==> config.mk <==
export PLATFORM = sky130hd
export DESIGN_NAME = i2c_eeprom_byte_master_top_flat
export DESIGN_NICKNAME = d
export VERILOG_FILES = /design/src/eeb_pkg.sv /design/src/eeb_stream_if.sv /design/src/eeb_cfg_regs.sv /design/src/eeb_engine.sv /design/src/eeb_out_reg.sv /design/src/i2c_eeprom_byte_master_top.sv /design/src/flat_wrapper.sv
export SDC_FILE = /design/constraint.sdc
export NUM_CORES = 1
export LEC_CHECK = 0
export ABC_AREA = 1
export CAP_MARGIN = 20
export CORE_ASPECT_RATIO = 0.6
export CORE_MARGIN = 3
export CORE_UTILIZATION = 45
export CTS_BUF_LIST = sky130_fd_sc_hd__clkbuf_16
export DETAILED_ROUTE_END_ITERATION = 7
export DONT_BUFFER_PORTS = 1
export HOLD_SLACK_MARGIN = 0.05
export PLACE_DENSITY = 0.69
export SLEW_MARGIN = 25
export SYNTH_ARGS = -nofsm -noshare
export SYNTH_HDL_FRONTEND = slang
export SYNTH_SLANG_ARGS = --single-unit
==> constraint.sdc <==
create_clock -name clk_i -period 0.9 [get_ports clk_i]
set_input_delay 0.09 -clock clk_i [delete_from_list [all_inputs] [get_ports clk_i]]
set_output_delay 0.09 -clock clk_i [all_outputs]
set_load 0.02 [all_outputs]
==> src/eeb_pkg.sv <==
package eeb_pkg;

  // Register map
  localparam int unsigned RegCount     = 4;
  localparam int unsigned RegIdxWidth  = $clog2(RegCount);
  localparam int unsigned PaddrWidth   = RegIdxWidth + 2;
  localparam int unsigned PdataWidth   = 32;

  typedef enum logic [RegIdxWidth-1:0] {
    REG_CONTROL_BYTE    = 2'd0,
    REG_ACK_LIMIT_LONG  = 2'd1,
    REG_ACK_LIMIT_SHORT = 2'd2,
    REG_WRITE_WAIT      = 2'd3
  } eeb_reg_e;

  // Field widths
  localparam int unsigned ByteWidth  = 8;
  localparam int unsigned AddrWidth  = 16;
  localparam int unsigned LimitWidth = 11;
  localparam int unsigned WaitWidth  = 16;
  localparam int unsigned BitIdxWidth = 4;

  // Register reset values
  localparam logic [ByteWidth-1:0]  ControlByteReset = 8'hA8;
  localparam logic [LimitWidth-1:0] AckLongReset     = 11'd1100;
  localparam logic [LimitWidth-1:0] AckShortReset    = 11'd650;
  localparam logic [WaitWidth-1:0]  WriteWaitReset   = 16'd13000;

  typedef enum logic [1:0] {
    ACT_TICK  = 2'd0,
    ACT_WRITE = 2'd1,
    ACT_READ  = 2'd2,
    ACT_RSVD  = 2'd3
  } eeb_action_e;

  typedef enum logic [21:0] {
    PH_IDLE     = 22'h000001,
    PH_START_HI = 22'h000002,
    PH_START_LO = 22'h000004,
    PH_SEND_CTL = 22'h000008,
    PH_ACK_CTL  = 22'h000010,
    PH_SEND_AH  = 22'h000020,
    PH_ACK_AH   = 22'h000040,
    PH_SEND_AL  = 22'h000080,
    PH_ACK_AL   = 22'h000100,
    PH_SEND_DAT = 22'h000200,
    PH_ACK_DAT  = 22'h000400,
    PH_STOP_LO  = 22'h000800,
    PH_STOP_HI  = 22'h001000,
    PH_STOP_REL = 22'h002000,
    PH_WAIT     = 22'h004000,
    PH_RS_PREP  = 22'h008000,
    PH_RS_HI    = 22'h010000,
    PH_RS_START = 22'h020000,
    PH_RS_LO    = 22'h040000,
    PH_SEND_CRD = 22'h080000,
    PH_ACK_CRD  = 22'h100000,
    PH_READ     = 22'h200000
  } eeb_phase_e;

  typedef struct packed {
    logic [1:0]           action;
    logic [AddrWidth-1:0] address;
    logic [ByteWidth-1:0] write_data;
    logic                 sda_in;
  } eeb_req_t;

  typedef struct packed {
    logic                 scl_level;
    logic                 sda_level;
    logic                 busy_res;
    logic                 done_res;
    logic [ByteWidth-1:0] read_byte;
    logic                 ack_missing;
  } eeb_res_t;

  typedef struct packed {
    logic [ByteWidth-1:0]  control_byte;
    logic [LimitWidth-1:0] ack_limit_long;
    logic [LimitWidth-1:0] ack_limit_short;
    logic [WaitWidth-1:0]  write_wait_ticks;
  } eeb_cfg_t;

endpackage

==> src/eeb_stream_if.sv <==
interface eeb_stream_if #(
  parameter type T = logic
) ();
  logic valid;
  logic ready;
  T     payload;

  modport source (output valid, output payload, input ready);
  modport sink   (input valid, input payload, output ready);
endinterface

==> src/eeb_cfg_regs.sv <==
module eeb_cfg_regs (
  input  logic                            clk_i,
  input  logic                            rst_ni,
  input  logic                            psel,
  input  logic                            penable,
  input  logic                            pwrite,
  input  logic [eeb_pkg::PaddrWidth-1:0]  paddr,
  input  logic [eeb_pkg::PdataWidth-1:0]  pwdata,
  output logic [eeb_pkg::PdataWidth-1:0]  prdata,
  output logic                            pready,
  output eeb_pkg::eeb_cfg_t               cfg_o
);
  import eeb_pkg::*;

  eeb_cfg_t cfg_q;
  logic     wr_en;
  eeb_reg_e reg_idx;

  assign pready  = 1'b1;
  assign wr_en   = psel & penable & pwrite;
  assign reg_idx = eeb_reg_e'(paddr[PaddrWidth-1:2]);

  always_ff @(posedge clk_i or negedge rst_ni) begin
    if (!rst_ni) begin
      cfg_q.control_byte     <= ControlByteReset;
      cfg_q.ack_limit_long   <= AckLongReset;
      cfg_q.ack_limit_short  <= AckShortReset;
      cfg_q.write_wait_ticks <= WriteWaitReset;
    end else if (wr_en) begin
      unique case (reg_idx)
        REG_CONTROL_BYTE:    cfg_q.control_byte     <= pwdata[ByteWidth-1:0];
        REG_ACK_LIMIT_LONG:  cfg_q.ack_limit_long   <= pwdata[LimitWidth-1:0];
        REG_ACK_LIMIT_SHORT: cfg_q.ack_limit_short  <= pwdata[LimitWidth-1:0];
        REG_WRITE_WAIT:      cfg_q.write_wait_ticks <= pwdata[WaitWidth-1:0];
        default: ;
      endcase
    end
  end

  always_comb begin
    prdata = '0;
    unique case (reg_idx)
      REG_CONTROL_BYTE:    prdata[ByteWidth-1:0]  = cfg_q.control_byte;
      REG_ACK_LIMIT_LONG:  prdata[LimitWidth-1:0] = cfg_q.ack_limit_long;
      REG_ACK_LIMIT_SHORT: prdata[LimitWidth-1:0] = cfg_q.ack_limit_short;
      REG_WRITE_WAIT:      prdata[WaitWidth-1:0]  = cfg_q.write_wait_ticks;
      default: ;
    endcase
  end

  assign cfg_o = cfg_q;

endmodule

==> src/eeb_engine.sv <==
module eeb_engine (
  input  logic              clk_i,
  input  logic              rst_ni,
  input  logic              accept_i,
  input  eeb_pkg::eeb_req_t req_i,
  input  eeb_pkg::eeb_cfg_t cfg_i,
  output eeb_pkg::eeb_res_t res_o
);
  import eeb_pkg::*;

  eeb_phase_e             phase_q, phase_d;
  logic [BitIdxWidth-1:0] bit_idx_q, bit_idx_d;
  logic [ByteWidth-1:0]   shift_q, shift_d;
  logic [LimitWidth-1:0]  poll_q, poll_d;
  logic [WaitWidth-1:0]   wait_q, wait_d;
  logic [AddrWidth-1:0]   addr_q, addr_d;
  logic [ByteWidth-1:0]   data_q, data_d;
  logic                   is_read_q, is_read_d;
  logic [ByteWidth-1:0]   last_rd_q, last_rd_d;
  logic                   ack_flag_q, ack_flag_d;

  logic                   scl, sda, done;
  logic [LimitWidth-1:0]  poll_inc, limit;
  logic [WaitWidth-1:0]   wait_inc;
  logic [ByteWidth-1:0]   shift_in;
  logic                   ack_end;
  logic                   last_bit;

  assign poll_inc = poll_q + 1'b1;
  assign wait_inc = wait_q + 1'b1;
  assign shift_in = {shift_q[ByteWidth-2:0], req_i.sda_in};
  assign last_bit = &bit_idx_q;
  // reads poll with the short limit except in the read-control ack, everything else long
  assign limit    = (is_read_q && phase_q != PH_ACK_CRD) ? cfg_i.ack_limit_short
                                                         : cfg_i.ack_limit_long;
  assign ack_end  = !req_i.sda_in || (poll_inc >= limit);

  always_comb begin
    phase_d    = phase_q;
    bit_idx_d  = bit_idx_q;
    shift_d    = shift_q;
    poll_d     = poll_q;
    wait_d     = wait_q;
    addr_d     = addr_q;
    data_d     = data_q;
    is_read_d  = is_read_q;
    last_rd_d  = last_rd_q;
    ack_flag_d = ack_flag_q;
    scl        = 1'b1;
    sda        = 1'b1;
    done       = 1'b0;

    unique case (phase_q)
      PH_IDLE: begin
        if (req_i.action == ACT_WRITE || req_i.action == ACT_READ) begin
          addr_d    = req_i.address;
          data_d    = req_i.write_data;
          is_read_d = (req_i.action == ACT_READ);
          bit_idx_d = '0;
          poll_d    = '0;
          wait_d    = '0;
          phase_d   = PH_START_HI;
        end
      end
      PH_START_HI: begin
        sda     = 1'b0;
        phase_d = PH_START_LO;
      end
      PH_START_LO: begin
        scl       = 1'b0;
        sda       = 1'b0;
        phase_d   = PH_SEND_CTL;
        shift_d   = cfg_i.control_byte;
        bit_idx_d = '0;
      end
      PH_SEND_CTL, PH_SEND_AH, PH_SEND_AL, PH_SEND_DAT, PH_SEND_CRD: begin
        sda = shift_q[3'd7 - bit_idx_q[3:1]];
        scl = bit_idx_q[0];
        if (last_bit) begin
          poll_d = '0;
          unique case (phase_q)
            PH_SEND_CTL: phase_d = PH_ACK_CTL;
            PH_SEND_AH:  phase_d = PH_ACK_AH;
            PH_SEND_AL:  phase_d = PH_ACK_AL;
            PH_SEND_DAT: phase_d = PH_ACK_DAT;
            default:     phase_d = PH_ACK_CRD;
          endcase
        end else begin
          bit_idx_d = bit_idx_q + 1'b1;
        end
      end
      PH_ACK_CTL, PH_ACK_AH, PH_ACK_AL, PH_ACK_DAT, PH_ACK_CRD: begin
        if (req_i.sda_in) begin
          poll_d = poll_inc;
        end
        if (ack_end) begin
          ack_flag_d = req_i.sda_in;
          unique case (phase_q)
            PH_ACK_CTL: begin
              phase_d   = PH_SEND_AH;
              shift_d   = addr_q[AddrWidth-1:ByteWidth];
              bit_idx_d = '0;
            end
            PH_ACK_AH: begin
              phase_d   = PH_SEND_AL;
              shift_d   = addr_q[ByteWidth-1:0];
              bit_idx_d = '0;
            end
            PH_ACK_AL: begin
              if (is_read_q) begin
                phase_d = PH_RS_PREP;
              end else begin
                phase_d   = PH_SEND_DAT;
                shift_d   = data_q;
                bit_idx_d = '0;
              end
            end
            PH_ACK_CRD: begin
              phase_d   = PH_READ;
              shift_d   = '0;
              bit_idx_d = '0;
            end
            default: phase_d = PH_STOP_LO;
          endcase
        end
      end
      PH_RS_PREP: begin
        scl     = 1'b0;
        phase_d = PH_RS_HI;
      end
      PH_RS_HI: phase_d = PH_RS_START;
      PH_RS_START: begin
        sda     = 1'b0;
        phase_d = PH_RS_LO;
      end
      PH_RS_LO: begin
        scl       = 1'b0;
        sda       = 1'b0;
        phase_d   = PH_SEND_CRD;
        shift_d   = cfg_i.control_byte + 1'b1;
        bit_idx_d = '0;
      end
      PH_READ: begin
        scl = bit_idx_q[0];
        // sample on the SCL-high half of each bit
        if (bit_idx_q[0]) begin
          shift_d = shift_in;
        end
        if (last_bit) begin
          last_rd_d = shift_in;
          phase_d   = PH_STOP_LO;
        end else begin
          bit_idx_d = bit_idx_q + 1'b1;
        end
      end
      PH_STOP_LO: begin
        scl     = 1'b0;
        sda     = 1'b0;
        phase_d = PH_STOP_HI;
      end
      PH_STOP_HI: begin
        sda     = 1'b0;
        phase_d = PH_STOP_REL;
      end
      PH_STOP_REL: begin
        if (!is_read_q && cfg_i.write_wait_ticks != '0) begin
          phase_d = PH_WAIT;
          wait_d  = '0;
        end else begin
          phase_d = PH_IDLE;
          done    = 1'b1;
        end
      end
      PH_WAIT: begin
        wait_d = wait_inc;
        if (wait_inc >= cfg_i.write_wait_ticks) begin
          phase_d = PH_IDLE;
          done    = 1'b1;
        end
      end
      default: phase_d = PH_IDLE;
    endcase
  end

  always_ff @(posedge clk_i or negedge rst_ni) begin
    if (!rst_ni) begin
      phase_q    <= PH_IDLE;
      bit_idx_q  <= '0;
      shift_q    <= '0;
      poll_q     <= '0;
      wait_q     <= '0;
      addr_q     <= '0;
      data_q     <= '0;
      is_read_q  <= 1'b0;
      last_rd_q  <= '0;
      ack_flag_q <= 1'b0;
    end else if (accept_i) begin
      phase_q    <= phase_d;
      bit_idx_q  <= bit_idx_d;
      shift_q    <= shift_d;
      poll_q     <= poll_d;
      wait_q     <= wait_d;
      addr_q     <= addr_d;
      data_q     <= data_d;
      is_read_q  <= is_read_d;
      last_rd_q  <= last_rd_d;
      ack_flag_q <= ack_flag_d;
    end
  end

  assign res_o.scl_level   = scl;
  assign res_o.sda_level   = sda;
  assign res_o.busy_res    = (phase_d != PH_IDLE);
  assign res_o.done_res    = done;
  assign res_o.read_byte   = last_rd_d;
  assign res_o.ack_missing = ack_flag_d;

`ifndef ASSERT_OFF
  a_done_to_idle: assert property (@(posedge clk_i) disable iff (!rst_ni)
    accept_i && done |=> phase_q == PH_IDLE)
    else $error("done without return to idle");

  a_busy_tracks_phase: assert property (@(posedge clk_i) disable iff (!rst_ni)
    accept_i |=> (phase_q != PH_IDLE) == $past(res_o.busy_res))
    else $error("busy flag disagrees with phase");

  a_read_capture: assert property (@(posedge clk_i) disable iff (!rst_ni)
    accept_i && phase_q == PH_READ && last_bit |=> last_rd_q == shift_q)
    else $error("read byte not captured from shifter");

  a_tick_stays_idle: assert property (@(posedge clk_i) disable iff (!rst_ni)
    accept_i && phase_q == PH_IDLE && req_i.action != ACT_WRITE
      && req_i.action != ACT_READ |=> phase_q == PH_IDLE)
    else $error("left idle without a command");
`endif

endmodule

==> src/eeb_out_reg.sv <==
module eeb_out_reg (
  input  logic              clk_i,
  input  logic              rst_ni,
  input  logic              in_valid_i,
  input  eeb_pkg::eeb_res_t res_i,
  output logic              in_ready_o,
  output logic              out_valid_o,
  input  logic              out_ready_i,
  output eeb_pkg::eeb_res_t res_o
);
  import eeb_pkg::*;

  logic     valid_q;
  eeb_res_t res_q;
  logic     load;

  // free slot, or the held result leaves this cycle
  assign in_ready_o = !valid_q || out_ready_i;
  assign load       = in_valid_i && in_ready_o;

  always_ff @(posedge clk_i or negedge rst_ni) begin
    if (!rst_ni) begin
      valid_q <= 1'b0;
    end else if (in_ready_o) begin
      valid_q <= in_valid_i;
    end
  end

  always_ff @(posedge clk_i) begin
    if (load) begin
      res_q <= res_i;
    end
  end

  assign out_valid_o = valid_q;
  assign res_o       = res_q;

endmodule

==> src/i2c_eeprom_byte_master_top.sv <==
// Channel   Dir  Payload                                        Handshake
// req_i     in   action, address, write_data, sda_in            valid/ready
// res_o     out  scl_level, sda_level, busy_res, done_res,      valid/ready
//                read_byte, ack_missing
// apb       in   psel/penable/pwrite/paddr/pwdata -> prdata     pready tied high
//
// One request per cycle unless a stall on res_o holds the output register full;
// each request is one half-bit bus phase and yields one result, registered in the output register.
// The phase step is a single pass of logic from state plus request into the
// state and result registers; the output register frees as its result leaves.
// A stall on res_o holds req_i.ready low only while the output register is full.
// Reset (rst_ni, async, active low) puts the bus engine in idle and loads the
// register reset values; no clearing pass is needed.
module i2c_eeprom_byte_master_top (
  input  logic                           clk_i,
  input  logic                           rst_ni,
  eeb_stream_if.sink                     req_i,
  eeb_stream_if.source                   res_o,
  input  logic                           psel,
  input  logic                           penable,
  input  logic                           pwrite,
  input  logic [eeb_pkg::PaddrWidth-1:0] paddr,
  input  logic [eeb_pkg::PdataWidth-1:0] pwdata,
  output logic [eeb_pkg::PdataWidth-1:0] prdata,
  output logic                           pready
);
  import eeb_pkg::*;

  eeb_cfg_t cfg;
  eeb_res_t step_res;
  eeb_res_t held_res;
  logic     in_ready;
  logic     accept;

  // request taken when the output register can take its result
  assign accept      = req_i.valid && in_ready;
  assign req_i.ready = in_ready;

  // APB register file: control byte, ack limits, write wait
  eeb_cfg_regs u_cfg (
    .clk_i   (clk_i),
    .rst_ni  (rst_ni),
    .psel    (psel),
    .penable (penable),
    .pwrite  (pwrite),
    .paddr   (paddr),
    .pwdata  (pwdata),
    .prdata  (prdata),
    .pready  (pready),
    .cfg_o   (cfg)
  );

  // bus phase sequencer; state advances only on an accepted request
  eeb_engine u_engine (
    .clk_i    (clk_i),
    .rst_ni   (rst_ni),
    .accept_i (accept),
    .req_i    (req_i.payload),
    .cfg_i    (cfg),
    .res_o    (step_res)
  );

  // result register decoupling the two handshakes
  eeb_out_reg u_out (
    .clk_i       (clk_i),
    .rst_ni      (rst_ni),
    .in_valid_i  (req_i.valid),
    .res_i       (step_res),
    .in_ready_o  (in_ready),
    .out_valid_o (res_o.valid),
    .out_ready_i (res_o.ready),
    .res_o       (held_res)
  );

  assign res_o.payload = held_res;

endmodule
==> src/flat_wrapper.sv <==
// flat-port wrapper written by rule: the top's interface ports become plain ports
module i2c_eeprom_byte_master_top_flat import eeb_pkg::*;
  (clk_i, rst_ni, psel, penable, pwrite, paddr, pwdata, prdata, pready, req_i_valid, req_i_payload, req_i_ready, res_o_valid, res_o_payload, res_o_ready);
  eeb_stream_if req_i_i ();
  eeb_stream_if res_o_i ();
  input  logic clk_i;
  input  logic rst_ni;
  input  logic psel;
  input  logic penable;
  input  logic pwrite;
  input  logic [eeb_pkg::PaddrWidth-1:0] paddr;
  input  logic [eeb_pkg::PdataWidth-1:0] pwdata;
  output logic [eeb_pkg::PdataWidth-1:0] prdata;
  output logic pready;
  input wire logic [$bits(req_i_i.valid)-1:0] req_i_valid;
  input wire logic [$bits(req_i_i.payload)-1:0] req_i_payload;
  output wire logic [$bits(req_i_i.ready)-1:0] req_i_ready;
  output wire logic [$bits(res_o_i.valid)-1:0] res_o_valid;
  output wire logic [$bits(res_o_i.payload)-1:0] res_o_payload;
  input wire logic [$bits(res_o_i.ready)-1:0] res_o_ready;
  assign req_i_i.valid = req_i_valid;
  assign req_i_i.payload = req_i_payload;
  assign req_i_ready = req_i_i.ready;
  assign res_o_valid = res_o_i.valid;
  assign res_o_payload = res_o_i.payload;
  assign res_o_i.ready = res_o_ready;
  i2c_eeprom_byte_master_top u_core (.clk_i(clk_i), .rst_ni(rst_ni), .req_i(req_i_i), .res_o(res_o_i), .psel(psel), .penable(penable), .pwrite(pwrite), .paddr(paddr), .pwdata(pwdata), .prdata(prdata), .pready(pready));
endmodule
# Yosys cells after proc, flatten, opt, wreduce, memory -nomap -nowiden
# Index checks and enable logic that the tools add are counted.
[totals]
register_bits = 102
inputBits = 44
out_inout_bits = 36
wordCells = 99
[classes]
n_addsub = 3
order_cmp = 2
eq_ne = 33
muxes = 22
n_bitwise = 3
reduce_logical = 25
[ops]
columns = ["op", "count"]
rows = [
  ["case mux 22 bit (14 select lines)", 1],
  ["two-way mux 22 bit", 4],
  ["case mux 22 bit (4 select lines)", 1],
  ["case mux 21 bit (4 select lines)", 1],
  ["case mux 16 bit (2 select lines)", 1],
  ["case mux 8 bit (4 select lines)", 1],
  ["== test 22 x 1 -> 1 bit (second input constant)", 1],
  ["== test 22 x 10 -> 1 bit (second input constant)", 1],
  ["== test 22 x 11 -> 1 bit (second input constant)", 1],
  ["== test 22 x 12 -> 1 bit (second input constant)", 1],
  ["== test 22 x 13 -> 1 bit (second input constant)", 1],
  ["== test 22 x 14 -> 1 bit (second input constant)", 1],
  ["== test 22 x 15 -> 1 bit (second input constant)", 1],
  ["== test 22 x 16 -> 1 bit (second input constant)", 1],
  ["== test 22 x 17 -> 1 bit (second input constant)", 1],
  ["== test 22 x 18 -> 1 bit (second input constant)", 1],
  ["== test 22 x 19 -> 1 bit (second input constant)", 1],
  ["== test 22 x 2 -> 1 bit (second input constant)", 1],
  ["== test 22 x 20 -> 1 bit (second input constant)", 1],
  ["== test 22 x 21 -> 1 bit (second input constant)", 1],
  ["== test 22 bit (second input constant)", 1],
  ["== test 22 x 3 -> 1 bit (second input constant)", 1],
  ["== test 22 x 4 -> 1 bit (second input constant)", 1],
  ["== test 22 x 5 -> 1 bit (second input constant)", 1],
  ["other kinds (41)", 61],
]

# Depth between registers and ports, before layout
[depth]
depth_word = 5
depth_mapped = 7
depth_no_buf = 6

# By module
# A second synthesis with hierarchy kept.
[unflattened]
hier_cells = 1268
hier_area_um2 = 9844.4
[by_module_without_submodules]
columns = ["mod", "n_inst", "cells_per_inst", "area_per_inst_um2", "seq_area_each_um2"]
rows = [
  ["eeb_engine", 1, 949, 7049.3, 2378.5],
  ["eeb_cfg_regs", 1, 297, 2348.5, 1172.4],
  ["eeb_out_reg", 1, 19, 435.4, 415.4],
  ["i2c_eeprom_byte_master_top", 1, 3, 11.3, 0.0],
]

# Worst setup path before layout
# OpenSTA, ideal clock, no wires.
[synth_timing]
kind = "register to output"
from = "register u_core.u_cfg.cfg_q, in the netlist u_core.u_cfg.cfg_o[12]"
to = "output port prdata[12] in the netlist's numbering"
arrival_ns = 0.830
required_ns = 0.810
path_slack_ns = -0.020
path_stages_with_launch = 3
path_buffers = 0
cell_sequence = "dfstp_2 inv_1 nor2_1"
[synth_via]
elab_chain_cells = 1
[synth_rtl]
columns = ["item", "line", "rtl"]
rows = [
  ["start: declaration", "eeb_cfg_regs.sv:15", "eeb_cfg_t cfg_q;"],
  ["two-way mux 5 bit", "eeb_cfg_regs.sv:42", "unique case (reg_idx)"],
  ["end: declaration", "flat_wrapper.sv:13", "output logic [eeb_pkg::PdataWidth-1:0] prdata;"],
]
# No other way between the ends.

# Worst setup path in the final report
[layout_timing]
from = "register u_core.u_cfg.cfg_q, in the netlist u_core.u_cfg.cfg_o[6]"
to = "output port prdata[6] in the netlist's numbering"
[layout_via]
elab_chain_cells = 1
[layout_rtl]
columns = ["item", "line"]
rows = [
  ["case mux 8 bit (4 select lines)", "eeb_cfg_regs.sv:42"],
]
# No other way between the ends.

==> flow_metrics.py <==
metrics = {
    "yosys": {
        "synth_seq_area_share": 0.4997,
        "synthesis.area_um2": 2396,
        "synth_warnings": 0,
        "synth_area_leaders": "dfrtp_1, nand2_1, dfstp_2, buf_4, nand3_1",
        "synth_top_area_frac": 0.3133,
        "yosys.area.top_type": "dfrtp_1",
        "async_flop_share": 1.000,
        "synth_commonest_cells": "nand2_1, dfrtp_1, nand3_1, buf_4, dfstp_2",
        "synthDistinctLibCells": 20,
        "synthCells": 303,
        "ys_seq_elements": 47,
        "yosysMostFrequentCell": "nand2_1",
        "syn_area_per_cell_um2": 7.908,
        "synth-edff-count": 0,
        "yosys_most_used_dff": "dfrtp_1",
    },
    "pwr": {
        "vdd_ir_drop_max_mv": 0.9826,
        "clock_power_share": 0.348,
        "combPwrFrac": 0.187,
        "leakagePower_nw": 1.566,
        "p_int_mw": 4.435,
        "p_sw_frac": 0.2868,
        "power.switching_mw": 1.783,
        "power_density_nw_per_um2": 2066,
        "sequentialPowerShare": 0.465,
    },
    "sta": {
        "period_needed_ns": 1.212,
        "fmax_ghz": 0.8254,
        "hold_viol_final": 47,
        "layout_worst_path_cycle_share": 1.346,
        "holdWs_ns": -0.5111,
        "setup_viol": 18,
        "rsz0062_at_grt": "true",
        "maxSlewViolCount": 0,
        "finClkSkew_ns": 0,
        "fin_ws_ns": -0.3116,
    },
    "floorplan": {
        "ioPinCount": 80,
        "fp.coreArea_um2": 4850,
        "rows": 19,
        "die_w_um": 100.2,
        "die_area_um2": 6265,
        "die_h_um": 62.52,
        "start_util": 0.4941,
    },
    "clock_tree": {
        "clk_pin_slew_ns": 0.07,
        "cts_tree": "done",
        "cts_hold_buf": 17,
        "root_buffer": "clkbuf_16",
        "htree_levels": 2,
        "cts_made_buffers": 5,
        "clk_path_buf_depth": 2,
        "clock_latency_ns": 0.29,
        "cts_num_sinks": 47,
    },
    "critical_path": {
        "rrSetupSlack_ns": 0.06,
        "path_max_fanout": 2,
        "critical_path_class": "reg -> out",
        "worstPathArrival_ns": 1.12,
        "endpoint_kind": "output port",
        "cp-start-kind": "flip-flop",
        "r2r_cells": 4,
        "r2r_start": "u_core.u_out.out_valid_o",
        "endpoint": "prdata[6]",
        "worst_ep_required_time_ns": 0.81,
        "crit_start": "u_core.u_cfg.cfg_o[6]",
        "r2r_end": "u_core.u_out.out_valid_o",
    },
    "finish": {
        "fillers": 449,
        "post-route-util": 0.6205,
        "num_antenna_cells": 0,
        "instances_no_fill": 410,
        "multiInputGateArea_um2": 1092,
        "area_growth_pct": 25.59,
        "num-nets-final": 390,
        "seqCellArea_um2": 1197,
        "drive_gt1_frac": 0.2651,
    },
    "run": {
        "cap_violations": 0,
    },
    "placement": {
        "port_buffers": 0,
        "hpwl_mm": 3.853,
        "dpl.cell_count": 379,
        "routabilityCongestion": 0.8117,
    },
    "drt": {
        "via_per_inst": 4.746,
        "wl_per_cell_um": 14.48,
        "vias": 1946,
        "first_pass_iters": 4,
        "drc": 0,
        "ant_nets": 0,
        "drt_iter0_markers": 163,
        "wirelength_mm": 5.935,
    },
    "min_path": {
        "hold_path.class": "in -> async",
    },
    "grt": {
        "antenna_found_initial": 0,
        "grt_pass1_wl_mm": 9.908,
        "grt_use_total": 0.2034,
        "grt_max_degree": 48,
        "overflow": 0,
        "grt_pass1_vias": 1898,
    },
    "run_status": {
        "violations": "negative hold slack, negative setup slack",
        "status": "finished, violations left",
    },
}
==> critical path, stage by stage (launching register included) <==
cell and delay, ns:
dfstp_2 0.54, nand3_2 0.06, nand4_1 0.10, buf_6 0.13
==> per-layer routing <==
metal | part of all wire | GRT usage | vias up
met1 | 0.47 | 0.3050 | 881
met4 | 0.0049 | 0.04538 | 0
li1 | - | - | 988
met5 | 0 | 0 | -
met3 | 0.089 | 0.05351 | 4
met2 | 0.43 | 0.2921 | 73
==> cell families (layout without fill, tap and decap cells) <==
group                  Yosys count  in the layout  share of synthesized area
buffers and inverters           41             69                     0.1112
flip-flops                      47             47                     0.4997
other                            2             18                   0.003134
AND/OR/NAND/NOR                213            213                     0.3859
==> stage by stage <==
step           cell area, um^2  TNS (ns)  hold slack, ns  power [mW]  setup slack (ns)
3_3_place_gp              2512  -0.02666         -0.2044       3.809          -0.01146
5_1_grt                   3009    -4.125         -0.5286       6.559           -0.3607
6_report                  3009    -3.316         -0.5111       6.218           -0.3116
3_5_place_dp              2512  -0.03835         -0.2044       3.851          -0.02619
2_1_floorplan             2461         0         -0.2056       3.707           0.02583
4_1_cts                   2953    -3.429         -0.5154       6.196           -0.3204
==> sequential cells by signal (all words and copies together), names as in the netlist <==
register / flops
u_core.u_cfg.cfg_o: 46
u_core.u_out.out_valid_o: 1
==> power by group through the flow <==
stage / clock network [mW] / registers [mW] / logic (mW)
2_1_floorplan: 0 / 2.85 / 0.855
3_3_place_gp: 0 / 2.88 / 0.924
3_5_place_dp: 0 / 2.90 / 0.951
4_1_cts: 2.20 / 2.89 / 1.11
5_1_grt: 2.29 / 2.95 / 1.32
6_report: 2.16 / 2.89 / 1.16
==> cells in the final DEF, fill, tap and decap left out, drive strengths merged <==
cell type / Yosys / routed
conb: 2 / 18
dlygate4sd3: 0 / 17
dfrtp: 30 / 30
nor2: 11 / 11
nand2: 166 / 166
bufinv: 0 / 1
nand3: 28 / 28
nand4: 8 / 8
buf: 28 / 31
inv: 13 / 14
dfstp: 17 / 17
clkinvlp: 0 / 1
clkbuf: 0 / 5
==> worst min path at each step <==
stage                                   endpoint   start  cells after the start
after floorplan            u_core.u_cfg.cfg_o[0]  rst_ni                      0
after global placement    u_core.u_cfg.cfg_o[10]  rst_ni                      0
after detailed placement  u_core.u_cfg.cfg_o[10]  rst_ni                      0
after CTS                 u_core.u_cfg.cfg_o[42]  rst_ni                      0
after global routing      u_core.u_cfg.cfg_o[31]  rst_ni                      0
final                     u_core.u_cfg.cfg_o[27]  rst_ni                      0
==> repair_timing <==
item,in CTS,in global routing
gates cloned,0,0
endpoints found under the hold margin,94,47
setup buffers,2,4
resized for setup,22,6
setup endpoints to repair,18,18
pin swaps,24,9
==> final cells by class <==
cell class                      instances  share of cell area
Sequential cell                        47              0.3979
Multi-Input combinational cell        231              0.3630
Timing Repair Buffer                   48              0.1389
Clock buffer                            5             0.04158
Tap cell                               63             0.02620
Inverter                               13             0.01705
Clock inverter                          3             0.01538
No activity file was read; power rests on OpenSTA's default activity.
